## src/rtl/orb_pkg.sv

```systemverilog
// ----------------------------------------------------------------------------
// orb_pkg
// shared types, action codes and default sizes for the overwriting ring buffer
// ----------------------------------------------------------------------------
package orb_pkg;

  // fixed field widths
  localparam int unsigned ACT_W  = 2;
  localparam int unsigned DATA_W = 32;
  localparam int unsigned CNT_W  = 5;

  // parameter defaults
  localparam int unsigned DEPTH_DEF      = 16;
  localparam int unsigned WORD_WIDTH_DEF = 32;

  // ring_size after reset
  localparam logic [CNT_W-1:0] RING_SIZE_RST = 5'd16;

  // action codes
  localparam logic [ACT_W-1:0] ACT_PUSH  = 2'd0;
  localparam logic [ACT_W-1:0] ACT_POP   = 2'd1;
  localparam logic [ACT_W-1:0] ACT_PEEK  = 2'd2;
  localparam logic [ACT_W-1:0] ACT_FLUSH = 2'd3;

  // controller to datapath
  typedef struct packed {
    logic accept;      // word taken on the input channel this cycle
    logic load_rdata;  // capture the slot read into the result register
  } orb_cmd_t;

  // datapath to controller
  typedef struct packed {
    logic needs_read;  // offered action is a pop or peek on a non-empty ring
  } orb_status_t;

endpackage

```

## src/rtl/orb_ram.sv

```systemverilog
// ----------------------------------------------------------------------------
// orb_ram
// generic single-write, single-read ram with registered read data
// ----------------------------------------------------------------------------
module orb_ram #(
  parameter int unsigned WIDTH = 32,
  parameter int unsigned DEPTH = 16
) (
  input  logic                     clk_i,
  input  logic                     we_i,
  input  logic [$clog2(DEPTH)-1:0] waddr_i,
  input  logic [WIDTH-1:0]         wdata_i,
  input  logic                     re_i,
  input  logic [$clog2(DEPTH)-1:0] raddr_i,
  output logic [WIDTH-1:0]         rdata_o
);

  logic [WIDTH-1:0] mem_q [DEPTH];
  logic [WIDTH-1:0] rdata_q;

  always_ff @(posedge clk_i) begin
    if (we_i) begin
      mem_q[waddr_i] <= wdata_i;
    end
    if (re_i) begin
      rdata_q <= mem_q[raddr_i];
    end
  end

  assign rdata_o = rdata_q;

endmodule

```

## src/rtl/orb_datapath.sv

```systemverilog
// ----------------------------------------------------------------------------
// orb_datapath
// pointers, fill count, slot ram and result register of the ring buffer
// ----------------------------------------------------------------------------
module orb_datapath import orb_pkg::*; #(
  parameter int unsigned DEPTH      = DEPTH_DEF,
  parameter int unsigned WORD_WIDTH = WORD_WIDTH_DEF
) (
  input  logic              clk_i,
  input  logic              rst_ni,
  input  orb_cmd_t          cmd_i,
  output orb_status_t       status_o,
  input  logic              ring_size_we_i,
  input  logic [CNT_W-1:0]  ring_size_i,
  input  logic [ACT_W-1:0]  action_i,
  input  logic [DATA_W-1:0] push_data_i,
  output logic [DATA_W-1:0] read_data_o,
  output logic              read_valid_o,
  output logic              overwrote_o,
  output logic [CNT_W-1:0]  drained_count_o,
  output logic [CNT_W-1:0]  fill_count_o
);

  localparam int unsigned PW = (DEPTH > 1) ? $clog2(DEPTH) : 1;
  localparam int unsigned SW = ((PW > CNT_W) ? PW : CNT_W) + 1;
  // largest capacity the register can ask for at this depth
  localparam logic [CNT_W-1:0] CAP_MAX = (DEPTH > 31) ? 5'd31 : CNT_W'(DEPTH);

  logic [CNT_W-1:0] ring_size_q;
  logic [PW-1:0]    start_q, start_d;
  logic [CNT_W-1:0] count_q, count_d;

  logic [CNT_W-1:0] cap;
  logic             full, empty;
  logic [SW-1:0]    start_inc, tail_sum, tail_wrap;
  logic [PW-1:0]    start_next, tail_addr;

  logic             ram_we, ram_re;
  logic [PW-1:0]    ram_waddr;
  logic [WORD_WIDTH-1:0] ram_wdata, ram_rdata;
  logic [WORD_WIDTH+DATA_W-1:0] wdata_ext;
  logic [DATA_W+WORD_WIDTH-1:0] rdata_ext;

  logic [DATA_W-1:0] rdata_q;
  logic              rvalid_q, rvalid_d;
  logic              over_q, over_d;
  logic [CNT_W-1:0]  drained_q, drained_d;
  logic [CNT_W-1:0]  fill_q;

  // effective capacity: zero counts as one, clipped to the built depth
  always_comb begin
    if (ring_size_q == '0) begin
      cap = CNT_W'(1);
    end else if (ring_size_q > CAP_MAX) begin
      cap = CAP_MAX;
    end else begin
      cap = ring_size_q;
    end
  end

  assign full  = (count_q == cap);
  assign empty = (count_q == '0);

  // start + 1 with wrap at the capacity
  assign start_inc  = SW'(start_q) + SW'(1);
  assign start_next = (start_inc >= SW'(cap)) ? '0 : start_inc[PW-1:0];

  // slot behind the newest entry
  assign tail_sum  = SW'(start_q) + SW'(count_q);
  assign tail_wrap = (tail_sum >= SW'(cap)) ? (tail_sum - SW'(cap)) : tail_sum;
  assign tail_addr = tail_wrap[PW-1:0];

  assign status_o.needs_read = (action_i inside {ACT_POP, ACT_PEEK}) && !empty;

  always_comb begin
    start_d   = start_q;
    count_d   = count_q;
    rvalid_d  = 1'b0;
    over_d    = 1'b0;
    drained_d = '0;
    ram_we    = 1'b0;
    ram_re    = 1'b0;
    ram_waddr = tail_addr;
    case (action_i)
      ACT_PUSH: begin
        ram_we = cmd_i.accept;
        if (full) begin
          ram_waddr = start_q;
          start_d   = start_next;
          over_d    = 1'b1;
        end else begin
          count_d = count_q + CNT_W'(1);
        end
      end
      ACT_POP: begin
        if (!empty) begin
          ram_re   = cmd_i.accept;
          rvalid_d = 1'b1;
          count_d  = count_q - CNT_W'(1);
          start_d  = start_next;
        end
      end
      ACT_PEEK: begin
        if (!empty) begin
          ram_re   = cmd_i.accept;
          rvalid_d = 1'b1;
        end
      end
      ACT_FLUSH: begin
        drained_d = count_q;
        count_d   = '0;
        start_d   = '0;
      end
      default: begin
        start_d = start_q;
      end
    endcase
  end

  always_ff @(posedge clk_i or negedge rst_ni) begin
    if (!rst_ni) begin
      ring_size_q <= RING_SIZE_RST;
      start_q     <= '0;
      count_q     <= '0;
    end else if (ring_size_we_i) begin
      // a new capacity empties the ring
      ring_size_q <= ring_size_i;
      start_q     <= '0;
      count_q     <= '0;
    end else if (cmd_i.accept) begin
      start_q <= start_d;
      count_q <= count_d;
    end
  end

  // word width may be narrower or wider than the port
  assign wdata_ext = {{WORD_WIDTH{1'b0}}, push_data_i};
  assign ram_wdata = wdata_ext[WORD_WIDTH-1:0];
  assign rdata_ext = {{DATA_W{1'b0}}, ram_rdata};

  orb_ram #(
    .WIDTH (WORD_WIDTH),
    .DEPTH (DEPTH)
  ) u_slots (
    .clk_i   (clk_i),
    .we_i    (ram_we),
    .waddr_i (ram_waddr),
    .wdata_i (ram_wdata),
    .re_i    (ram_re),
    .raddr_i (start_q),
    .rdata_o (ram_rdata)
  );

  // result register
  always_ff @(posedge clk_i) begin
    if (cmd_i.accept) begin
      rdata_q   <= '0;
      rvalid_q  <= rvalid_d;
      over_q    <= over_d;
      drained_q <= drained_d;
      fill_q    <= count_d;
    end else if (cmd_i.load_rdata) begin
      rdata_q <= rdata_ext[DATA_W-1:0];
    end
  end

  assign read_data_o     = rdata_q;
  assign read_valid_o    = rvalid_q;
  assign overwrote_o     = over_q;
  assign drained_count_o = drained_q;
  assign fill_count_o    = fill_q;

endmodule

```

## src/rtl/orb_ctrl.sv

```systemverilog
// ----------------------------------------------------------------------------
// orb_ctrl
// handshake controller: take a word, wait for a slot read when one is needed, hold the result
// ----------------------------------------------------------------------------
module orb_ctrl import orb_pkg::*; (
  input  logic        clk_i,
  input  logic        rst_ni,
  input  logic        in_valid_i,
  output logic        in_ready_o,
  output logic        out_valid_o,
  input  logic        out_ready_i,
  input  orb_status_t status_i,
  output orb_cmd_t    cmd_o
);

  localparam logic [1:0] S_IDLE = 2'd0;
  localparam logic [1:0] S_READ = 2'd1;
  localparam logic [1:0] S_OUT  = 2'd2;

  logic [1:0] state_q, state_d;
  logic       accept;

  assign in_ready_o  = (state_q == S_IDLE);
  assign out_valid_o = (state_q == S_OUT);
  assign accept      = in_valid_i && in_ready_o;

  assign cmd_o.accept     = accept;
  assign cmd_o.load_rdata = (state_q == S_READ);

  always_comb begin
    state_d = state_q;
    case (state_q)
      S_IDLE: begin
        if (accept) begin
          state_d = status_i.needs_read ? S_READ : S_OUT;
        end
      end
      S_READ: begin
        state_d = S_OUT;
      end
      S_OUT: begin
        if (out_ready_i) begin
          state_d = S_IDLE;
        end
      end
      default: begin
        state_d = S_IDLE;
      end
    endcase
  end

  always_ff @(posedge clk_i or negedge rst_ni) begin
    if (!rst_ni) begin
      state_q <= S_IDLE;
    end else begin
      state_q <= state_d;
    end
  end

endmodule

```

## src/rtl/overwriting_ring_buffer.sv

```systemverilog
// ----------------------------------------------------------------------------
// overwriting_ring_buffer
// ring buffer of words that overwrites its oldest entry when full
// ----------------------------------------------------------------------------
// usage
//   input channel (in_valid_i / in_ready_o) carries one word: an action and
//   push data. push stores behind the newest entry, or over the oldest one
//   when the ring is full; pop returns and removes the oldest; peek returns
//   it in place; flush empties the ring and reports how many it held.
//   output channel (out_valid_o / out_ready_i) returns exactly one result
//   word per input word, always with the fill count after the action.
//   timing: push, flush and empty pop/peek show their result the cycle
//   after acceptance; a pop or peek that finds an entry first waits in a
//   read state for the registered read of the slot ram.
//   flow: one word at a time; the next word is taken once the current
//   result has been taken, so a receiver that holds off out_ready_i also
//   holds off the input channel.
//   ring_size_we_i writes the capacity (0 acts as 1, clipped to DEPTH) and
//   empties the ring; write it only while idle.
//   reset: ring empty, capacity 16; slot contents are undefined but never
//   read before written. a stalled receiver simply holds the result register.
// ----------------------------------------------------------------------------
module overwriting_ring_buffer import orb_pkg::*; #(
  parameter int unsigned DEPTH      = DEPTH_DEF,
  parameter int unsigned WORD_WIDTH = WORD_WIDTH_DEF
) (
  input  logic              clk_i,
  input  logic              rst_ni,
  // capacity register
  input  logic              ring_size_we_i,
  input  logic [CNT_W-1:0]  ring_size_i,
  // input channel
  input  logic              in_valid_i,
  output logic              in_ready_o,
  input  logic [ACT_W-1:0]  action_i,
  input  logic [DATA_W-1:0] push_data_i,
  // output channel
  output logic              out_valid_o,
  input  logic              out_ready_i,
  output logic [DATA_W-1:0] read_data_o,
  output logic              read_valid_o,
  output logic              overwrote_o,
  output logic [CNT_W-1:0]  drained_count_o,
  output logic [CNT_W-1:0]  fill_count_o
);

  orb_cmd_t    cmd;
  orb_status_t status;

  // sequencing of one word at a time
  orb_ctrl u_ctrl (
    .clk_i       (clk_i),
    .rst_ni      (rst_ni),
    .in_valid_i  (in_valid_i),
    .in_ready_o  (in_ready_o),
    .out_valid_o (out_valid_o),
    .out_ready_i (out_ready_i),
    .status_i    (status),
    .cmd_o       (cmd)
  );

  // pointers, count, slot ram and the result register
  orb_datapath #(
    .DEPTH      (DEPTH),
    .WORD_WIDTH (WORD_WIDTH)
  ) u_datapath (
    .clk_i           (clk_i),
    .rst_ni          (rst_ni),
    .cmd_i           (cmd),
    .status_o        (status),
    .ring_size_we_i  (ring_size_we_i),
    .ring_size_i     (ring_size_i),
    .action_i        (action_i),
    .push_data_i     (push_data_i),
    .read_data_o     (read_data_o),
    .read_valid_o    (read_valid_o),
    .overwrote_o     (overwrote_o),
    .drained_count_o (drained_count_o),
    .fill_count_o    (fill_count_o)
  );

endmodule

```

## config.mk

```make
export PLATFORM = sky130hd
export DESIGN_NAME = overwriting_ring_buffer
export DESIGN_NICKNAME = d
export VERILOG_FILES = /design/src/rtl/orb_pkg.sv /design/src/rtl/orb_ram.sv /design/src/rtl/orb_datapath.sv /design/src/rtl/orb_ctrl.sv /design/src/rtl/overwriting_ring_buffer.sv
export SDC_FILE = /design/constraint.sdc
export NUM_CORES = 1
export LEC_CHECK = 0
export BUFFER_PORTS_ARGS = -buffer_cell sky130_fd_sc_hd__buf_2
export CORE_MARGIN = 8
export CORE_UTILIZATION = 48
export DETAILED_ROUTE_END_ITERATION = 6
export PLACE_DENSITY = 0.66
export SLEW_MARGIN = 10
export SYNTH_ARGS = -nofsm -noshare
export SYNTH_HDL_FRONTEND = slang
export SYNTH_SLANG_ARGS = --single-unit
export TNS_END_PERCENT = 30
```

## constraint.sdc

```tcl
create_clock -name clk_i -period 8.55 [get_ports clk_i]
set_input_delay 1.71 -clock clk_i [delete_from_list [all_inputs] [get_ports clk_i]]
set_output_delay 1.71 -clock clk_i [all_outputs]
set_load 0.005 [all_outputs]
```

==> parameters.txt, run 1 <==
Parameter                              Value

Timing
  Unrepaired setup endpoints after global routing ... no
  Timing-limited maximum frequency ... roughly 170 MHz
  Total count of hold-check failures in the final report ... 0
  Slew Limit Fails ... 0
  Maximum clock skew at final layout ... 9.19 ps
  Max transition margin ... 24.1%
  Final worst-path cycle share ... 67.5%
  Setup violators final ... 0
  Final critical delay including setup and external delays ... 5770 ps
  Setup TNS ... 0 ps
  Actual transition at the worst max-transition pin ... 1140 ps

Logic synthesis
  Most frequently used cell type in the post-synthesis netlist ... sky130_fd_sc_hd__edfxtp_1
  Total standard cell area after synthesis ... approximately 24,000 um^2
  Post-synth top cells ... 556 x sky130_fd_sc_hd__edfxtp_1, 160 x sky130_fd_sc_hd__mux4_2, 34 x sky130_fd_sc_hd__clkbuf_1, 33 x sky130_fd_sc_hd__a22o_1, 32 x sky130_fd_sc_hd__dfxtp_1
  Total of flip-flops plus latches after synthesis ... 604
  Mean instance size in the synthesized netlist ... approximately 22 um^2
  Most used flip-flop cell after synthesis ... sky130_fd_sc_hd__edfxtp_1
  Synth warnings ... 0
  Synth async-reset ratio ... between 2 and 3%
  Share of the synthesized area in the top cell type ... 70.9%
  Synthesized net count ... 1,160
  Share of the yosys chip area belonging to registers ... 75.3%
  Number of distinct library cells after synthesis ... 69
  Post-synthesis cell type with the largest combined area ... sky130_fd_sc_hd__edfxtp_1
  Number of enable-type register cells in the synthesized netlist ... 556
  Gate Count Post-Synth ... approximately 1,100
  Synth top area cells ... sky130_fd_sc_hd__edfxtp_1 71%, sky130_fd_sc_hd__mux4_2 15%, sky130_fd_sc_hd__dfxtp_1 2.7%

Routing
  Routed length on met1 ... slightly above 20,000 um
  Detailed-route vias per instance ... 5.81
  Drt first-iter violations ... 864
  Vias ... 10,900
  Pre-Repair DR Iteration Count ... 4
  Wire length per cell ... 25.1 um
  Top routing layer in use ... met5
  Met2 Wirelength ... 23,100 um
  Drc violations ... 0
  Met3 Routed Length ... approximately 2500 um
  Number of antenna-violating nets in the routed design ... 0
  Overall routed net length ... 46,900 um

Power
  Power per standard cell area ... between 200 and 250 nW/um^2
  Reported net switching power ... ~1.4 mW
  Reg power frac ... approximately 52%
  Switching portion of total power ... 22.2%
  Maximum vdd drop ... 0.000149 V
  Standby leakage power ... 8.67 nW
  Overall power consumption ... 6.51 mW
  Relative contribution of combinational cells to total power ... 8.7%
  Portion of total power attributed to the clock network ... 39.5%
  Internal portion of total power ... 5.07 mW

Critical path
  WP data required ... 8790 ps
  Type of element capturing the critical path ... flop
  Critical path class ... flop to flop
  Kind of start point of the critical path ... flop
  Highest fanout seen on the critical path ... 40
  Arrival time of data at the critical path endpoint ... about 6000 ps

Final layout
  Multi-input combinational cell area ... ~5600 um^2
  Fraction of final layout cells with drive strength greater than 1 ... 31.9%
  Growth of design area from synthesis to finish ... 13.3%
  Sequential cell area ... 17,700 um^2
  Number of filler instances in the final layout ... roughly 3,700
  Utilization of the core after routing ... 54.8%
  Layout net count ... approximately 1,300
  Antenna cell count ... 0

Clock network
  Clock transition at the registers of the reported paths ... ~60 ps
  CTS max path bufs ... 3
  Root Driver ... sky130_fd_sc_hd__clkbuf_16
  Total CTS buffers ... 58
  Post-CTS repair timing setup buffer count ... 0
  Quantity of gates resized following cts ... 0
  Clock tree from TritonCTS ... done
  Clk_lat worst skew ... 600 ps
  Clock sink total ... 604
  Total of hold buffers inserted after clock tree synthesis ... 0
  Depth of the CTS H-tree ... 2

Floorplan
  Floorplan core area ... 48,600 um^2
  Chip Width ... 237 um
  Number of placement rows ... 81
  Die Footprint ... between 50,000 and 60,000 um^2
  Die Y-Extent ... 237 um
  Num ports ... 90
  Effective utilization at floorplan ... 48.4%

Placement
  Placer's final routability congestion estimate ... 0.806
  Placed wire-length estimate ... 26,400 um
  Total of buffers placed on input and output ports ... 89

GRT
  Maximum number of pins on one net before global-route repair ... between 100 and 150
  Global-route congestion overflow total ... 0
  Antenna violations before repair ... 1
  Number of global-route vias before repair ... approximately 12,000
  Wire length of the first global-routing pass ... 72,800 um
  Total global-route track usage ... 17.0%

Hold path
  Path category of the worst min-delay check ... flop to flop

Run
  Number of maximum-capacitance constraint violations ... 0

Status
  Result of the run ... complete, no violations
==> logic make-up (layout without fill, tap and decap cells) <==
| family | Yosys count | after routing | share of synthesized area, % |
|---|---|---|---|
| xor+xnor | 8 | 8 | 0.298 |
| buf+inv | 80 | 236 | 1.39 |
| compound gates | 100 | 100 | 3.29 |
| mux | 168 | 168 | 15.7 |
| flops | 604 | 604 | 75.3 |
| fa+ha+maj | 22 | 22 | 1.23 |
| simple gates | 112 | 112 | 2.77 |
==> flip-flops by register name, summed over array words and instances, names as in the netlist <==
signal	count
u_ctrl.state_q	2
u_datapath.count_q	5
u_datapath.drained_count_o	5
u_datapath.fill_count_o	5
u_datapath.overwrote_o	1
u_datapath.read_data_o	32
u_datapath.read_valid_o	1
u_datapath.ring_size_q	5
u_datapath.start_q	4
u_datapath.u_slots.mem_q	512
u_datapath.u_slots.rdata_o	32
==> metrics by stage <==
| stage | instances | area (um^2) | setup WS, ps | hold WS [ps] |
|---|---|---|---|---|
| after floorplan | 1094 | 23500 | 2170 | 442 |
| after global placement | 1764 | 24700 | 2950 | 446 |
| after detailed placement | 1764 | 24700 | 2780 | 451 |
| after CTS | 1872 | 26700 | 2740 | 466 |
| after global routing | 1872 | 26700 | 2370 | 472 |
| final | 1872 | 26700 | 2780 | 464 |
==> critical path: stages, from the launching register on <==
cell	delay (ps)
sky130_fd_sc_hd__dfrtp_2	340
sky130_fd_sc_hd__buf_4	500
sky130_fd_sc_hd__ha_1	380
sky130_fd_sc_hd__or2_2	310
sky130_fd_sc_hd__and3_1	240
sky130_fd_sc_hd__nor2_1	170
sky130_fd_sc_hd__ha_1	280
sky130_fd_sc_hd__a21o_1	190
sky130_fd_sc_hd__a221o_1	310
sky130_fd_sc_hd__a21oi_1	320
sky130_fd_sc_hd__a31oi_1	150
sky130_fd_sc_hd__o31ai_2	600
sky130_fd_sc_hd__nand2_1	230
sky130_fd_sc_hd__nor3b_2	830
sky130_fd_sc_hd__buf_4	540
==> power groups by stage <==
stage	clock [mW]	sequential [mW]	combinational [mW]
floorplan	0	3.42	0.372
global placement	0	3.43	0.561
detailed placement	0	3.44	0.572
CTS	2.63	3.38	0.574
global route	2.73	3.39	0.620
finish	2.57	3.38	0.564
==> cell type report <==
type | count | share of cell area, %
clock buffer | 73 | 5.80
tap | 622 | 2.92
multi-input combinational | 410 | 20.8
inverter | 22 | 0.310
sequential | 604 | 66.5
clock inverter | 35 | 1.43
timing repair buffer | 106 | 2.20
==> cells in the final DEF, fill, tap and decap left out, types with 6 or more instances in the layout <==
master and instances:
sky130_fd_sc_hd__a22o_1 33, sky130_fd_sc_hd__clkbuf_16 58, sky130_fd_sc_hd__dfrtp_1 12, sky130_fd_sc_hd__mux2_2 6, sky130_fd_sc_hd__nor3_1 6, sky130_fd_sc_hd__nor2_1 27
sky130_fd_sc_hd__clkinv_1 6, sky130_fd_sc_hd__clkinv_2 14, sky130_fd_sc_hd__a21oi_1 11, sky130_fd_sc_hd__nor2b_1 8, sky130_fd_sc_hd__mux4_2 160, sky130_fd_sc_hd__ha_1 20
sky130_fd_sc_hd__bufinv_16 7, sky130_fd_sc_hd__dfxtp_1 32, sky130_fd_sc_hd__o21ai_0 10, sky130_fd_sc_hd__nand3_1 6, sky130_fd_sc_hd__edfxtp_1 556, sky130_fd_sc_hd__clkbuf_1 11
sky130_fd_sc_hd__buf_2 89, sky130_fd_sc_hd__a21o_1 7, sky130_fd_sc_hd__inv_1 20, sky130_fd_sc_hd__buf_4 16, sky130_fd_sc_hd__and2_1 7, sky130_fd_sc_hd__nand2_1 19
==> metal layers <==
layer | global-route usage [%] | up-vias
li1 | - | 4795
met1 | 23.4 | 5730
met2 | 27.8 | 297
met3 | 3.10 | 61
met4 | 4.76 | 2
met5 | 0 | -
==> path summary, 6_finish.rpt <==
check,from,to,slack (ps),depth (start not counted)
min in group asynchronous,rst_ni,u_datapath.ring_size_q[1],1040,1
max in group asynchronous,rst_ni,u_datapath.ring_size_q[4],7190,1
min reg2reg,u_datapath.u_slots.rdata_o[20],u_datapath.read_data_o[20],460,1
max,u_datapath.start_q[2],u_datapath.u_slots.mem_q[11][28],2780,14
min,u_datapath.u_slots.rdata_o[20],u_datapath.read_data_o[20],460,1
max reg2reg,u_datapath.start_q[2],u_datapath.u_slots.mem_q[11][28],2780,14
(Power assumes the default switching activity.)
==> inputs of run 2 (changes only) <==
- PLACE_DENSITY: 0.66 -> 0.69
- clock period: 8.55 -> 5.3 ns (I/O delays scaled with it)
==> run 2 against run 1 <==
  * Register-to-register slack lost 2300 ps
  * Sequential share of layout area shrank 0.91 points
  * Sequential power grew 61%
  * Power grew 66%
  * Design area grew 1.4%
  * Clock skew grew 8.9 ps
  * Final cell count grew 1.0%
  * Via count grew 1.7%
  * Non-clock buffer count grew 18
  * Core utilization grew 0.76 points
  * First-iteration DRC count grew 7.4%
  * Setup slack lost 2300 ps
  * Critical path type unchanged
  * Largest cell class unchanged
==> parameters.txt, run 2 (same netlist as run 1, synthesis figures left out) <==
Parameter                              Value

Status
  Result of the run ... complete, no violations

Floorplan
  Number of placement rows ... 81 (unchanged)
  Num ports ... 90 (unchanged)
  Chip Width ... 237 um (unchanged)
  Floorplan core area ... 48,600 um^2 (unchanged)
  Die Footprint ... 56,400 um^2 (unchanged)
  Die Y-Extent ... 237 um (unchanged)
  Effective utilization at floorplan ... 48.4% (unchanged)

Clock network
  Depth of the CTS H-tree ... 2 (unchanged)
  Clock sink total ... 604 (unchanged)
  Clock tree from TritonCTS ... done
  Clock transition at the registers of the reported paths ... 60 ps (about the same)
  Total CTS buffers ... 58 (unchanged)
  Root Driver ... sky130_fd_sc_hd__clkbuf_16
  Quantity of gates resized following cts ... 0 (unchanged)
  CTS max path bufs ... 3 (unchanged)
  Total of hold buffers inserted after clock tree synthesis ... 0 (unchanged)
  Clk_lat worst skew ... 620 ps (+20 ps)
  Post-CTS repair timing setup buffer count ... 0 (unchanged)

Routing
  Drc violations ... 0 (unchanged)
  Overall routed net length ... 48,300 um (+3.0%)
  Wire length per cell ... 25.6 um (+1.9%)
  Drt first-iter violations ... 928 (+7.4%)
  Detailed-route vias per instance ... 5.86 (+0.70%)
  Number of antenna-violating nets in the routed design ... 0 (unchanged)
  Pre-Repair DR Iteration Count ... 5 (+1)
  Vias ... 11,100 (+1.7%)

Final layout
  Fraction of final layout cells with drive strength greater than 1 ... 33.1% (+1.2 points)
  Largest register FFs ... 512 (unchanged)
  Sequential cell area ... 17,700 um^2 (unchanged)
  Antenna cell count ... 0 (unchanged)
  Post-route standard cell area excluding fillers ... 27,000 um^2 (+1.4%)
  Multi-input combinational cell area ... 5560 um^2 (+0.23%)
  Leading cell type in the layout, fill and taps excluded ... sky130_fd_sc_hd__edfxtp_1
  Post-route insts no fill ... 1,891 (+1.0%)
  Growth of design area from synthesis to finish ... 14.8%
  Utilization of the core after routing ... 55.6% (+0.76 points)
  Top library cells by usage in the layout, fill and taps aside ... 556 x sky130_fd_sc_hd__edfxtp_1, 160 x sky130_fd_sc_hd__mux4_2, 89 x sky130_fd_sc_hd__buf_2
  Layout net count ... 1,286 (+1.4%)
  Number of filler instances in the final layout ... 3,604 (-2.1%)
  Biggest register ... u_datapath.u_slots.mem_q

Placement
  Placer's final routability congestion estimate ... 0.810 (+0.53%)
  Cell count after placement ... 1,782 (+1.0%)
  Placed wire-length estimate ... 27,800 um (+5.4%)
  Total of buffers placed on input and output ports ... 89 (unchanged)
  Cell Area, Placed ... 25,000 um^2 (+0.85%)

Run
  Number of maximum-capacitance constraint violations ... 0 (unchanged)

Critical path
  Register-to-Register Setup Slack ... 460 ps (-2320 ps)
  CP max-delay cell ... sky130_fd_sc_hd__and3_2
  Critical path class ... flop to flop
  Kind of start point of the critical path ... flop
  Highest fanout seen on the critical path ... 32 (-20%)
  WP data required ... 5520 ps (-3270 ps)
  Cell breakdown of the critical path ... ha_1 > or2_2 > a21oi_1 > nor2_1 > ha_1 > a21o_1 > a221o_1 > a21oi_1 > o21ai_0 > mux2_2 > o21ai_2 > and3_2
  Arrival time of data at the critical path endpoint ... 5070 ps (-950 ps)
  Max stage delay on crit path ... 930 ps (+100 ps)
  Type of element capturing the critical path ... flop

Timing
  Total count of hold-check failures in the final report ... 0 (unchanged)
  Unrepaired setup endpoints after global routing ... no
  Maximum clock skew at final layout ... 18.1 ps (+8.92 ps)
  Final worst-path cycle share ... 91.3% (+24 points)
  Max transition margin ... 24.0% (-0.028 points)
  Actual transition at the worst max-transition pin ... 1140 ps (+0.416 ps)
  Setup violators final ... 0 (unchanged)
  Slew Limit Fails ... 0 (unchanged)
  Final critical delay including setup and external delays ... 4840 ps (-932 ps)
  Timing-limited maximum frequency ... 207 MHz (+19%)

Power
  Standby leakage power ... 8.87 nW (+2.3%)
  Maximum vdd drop ... 0.000280 V (+88%)
  Power per standard cell area ... 399 nW/um^2 (+64%)

GRT
  Total global-route track usage ... 17.3% (+0.37 points)
  Number of global-route vias before repair ... 11,500 (-0.23%)
  Global-route congestion overflow total ... 0 (unchanged)
  Wire length of the first global-routing pass ... 74,000 um (+1.6%)
  Antenna violations before repair ... 1 (unchanged)
  Maximum number of pins on one net before global-route repair ... 110 (-6.0%)

Hold path
  Path category of the worst min-delay check ... input port to async pin
run 2: cell type report:
class | count | area share [%]
Sequential cell | 604 | 65.6
Multi-Input combinational cell | 410 | 20.6
Clock buffer | 81 | 6.13
Timing Repair Buffer | 124 | 2.90
Tap cell | 622 | 2.88
Clock inverter | 28 | 1.58
Inverter | 22 | 0.305
run 2: layer usage:
layer | up-vias | GRT usage, % | wire [um]
met5 | - | 0 | 10
met4 | 2 | 4.59 | 998
met3 | 72 | 3.64 | 3070
met2 | 363 | 27.6 | 23300
met1 | 5803 | 24.4 | 21000
li1 | 4832 | - | -
run 2: through the flow:
step | hold slack (ps) | setup slack, ps | setup TNS (ps) | power, mW
final | 388 | 458 | 0 | 10.8
after global placement | 446 | 567 | 0 | 6.48
after CTS | 361 | 435 | 0 | 10.9
after detailed placement | 451 | 478 | 0 | 6.50
after global routing | 376 | 83.7 | 0 | 11.2
after floorplan | 442 | -987 | -56240 | 6.12
run 2: path summary, 6_finish.rpt:
kind / start / endpoint / depth (start not counted)
max in group asynchronous: rst_ni / u_datapath.start_q[1] / 1
setup reg to reg: u_datapath.count_q[2] / u_datapath.u_slots.mem_q[5][17] / 12
hold reg to reg: u_datapath.u_slots.rdata_o[25] / u_datapath.read_data_o[25] / 1
min in group clk_i: u_datapath.u_slots.rdata_o[25] / u_datapath.read_data_o[25] / 1
setup / recovery: u_datapath.count_q[2] / u_datapath.u_slots.mem_q[5][17] / 12
hold / removal: rst_ni / u_datapath.ring_size_q[0] / 1
run 2: critical path, delay by kind of cell, from the launching register on:
family / cells / cell delay (ps)
and+or+nand+nor: 3 / 1330
adders and majority gates: 2 / 670
muxes: 1 / 300
AOI/OAI and AO/OA: 6 / 1530
DFF: 1 / 610
run 2: power breakdown:
part | internal [mW] | total, mW | switching, mW
registers | 5.36 | 5.43 | 0.0711
logic | 0.418 | 0.953 | 0.535
clock network | 2.67 | 4.41 | 1.74
total | 8.46 | 10.8 | 2.35
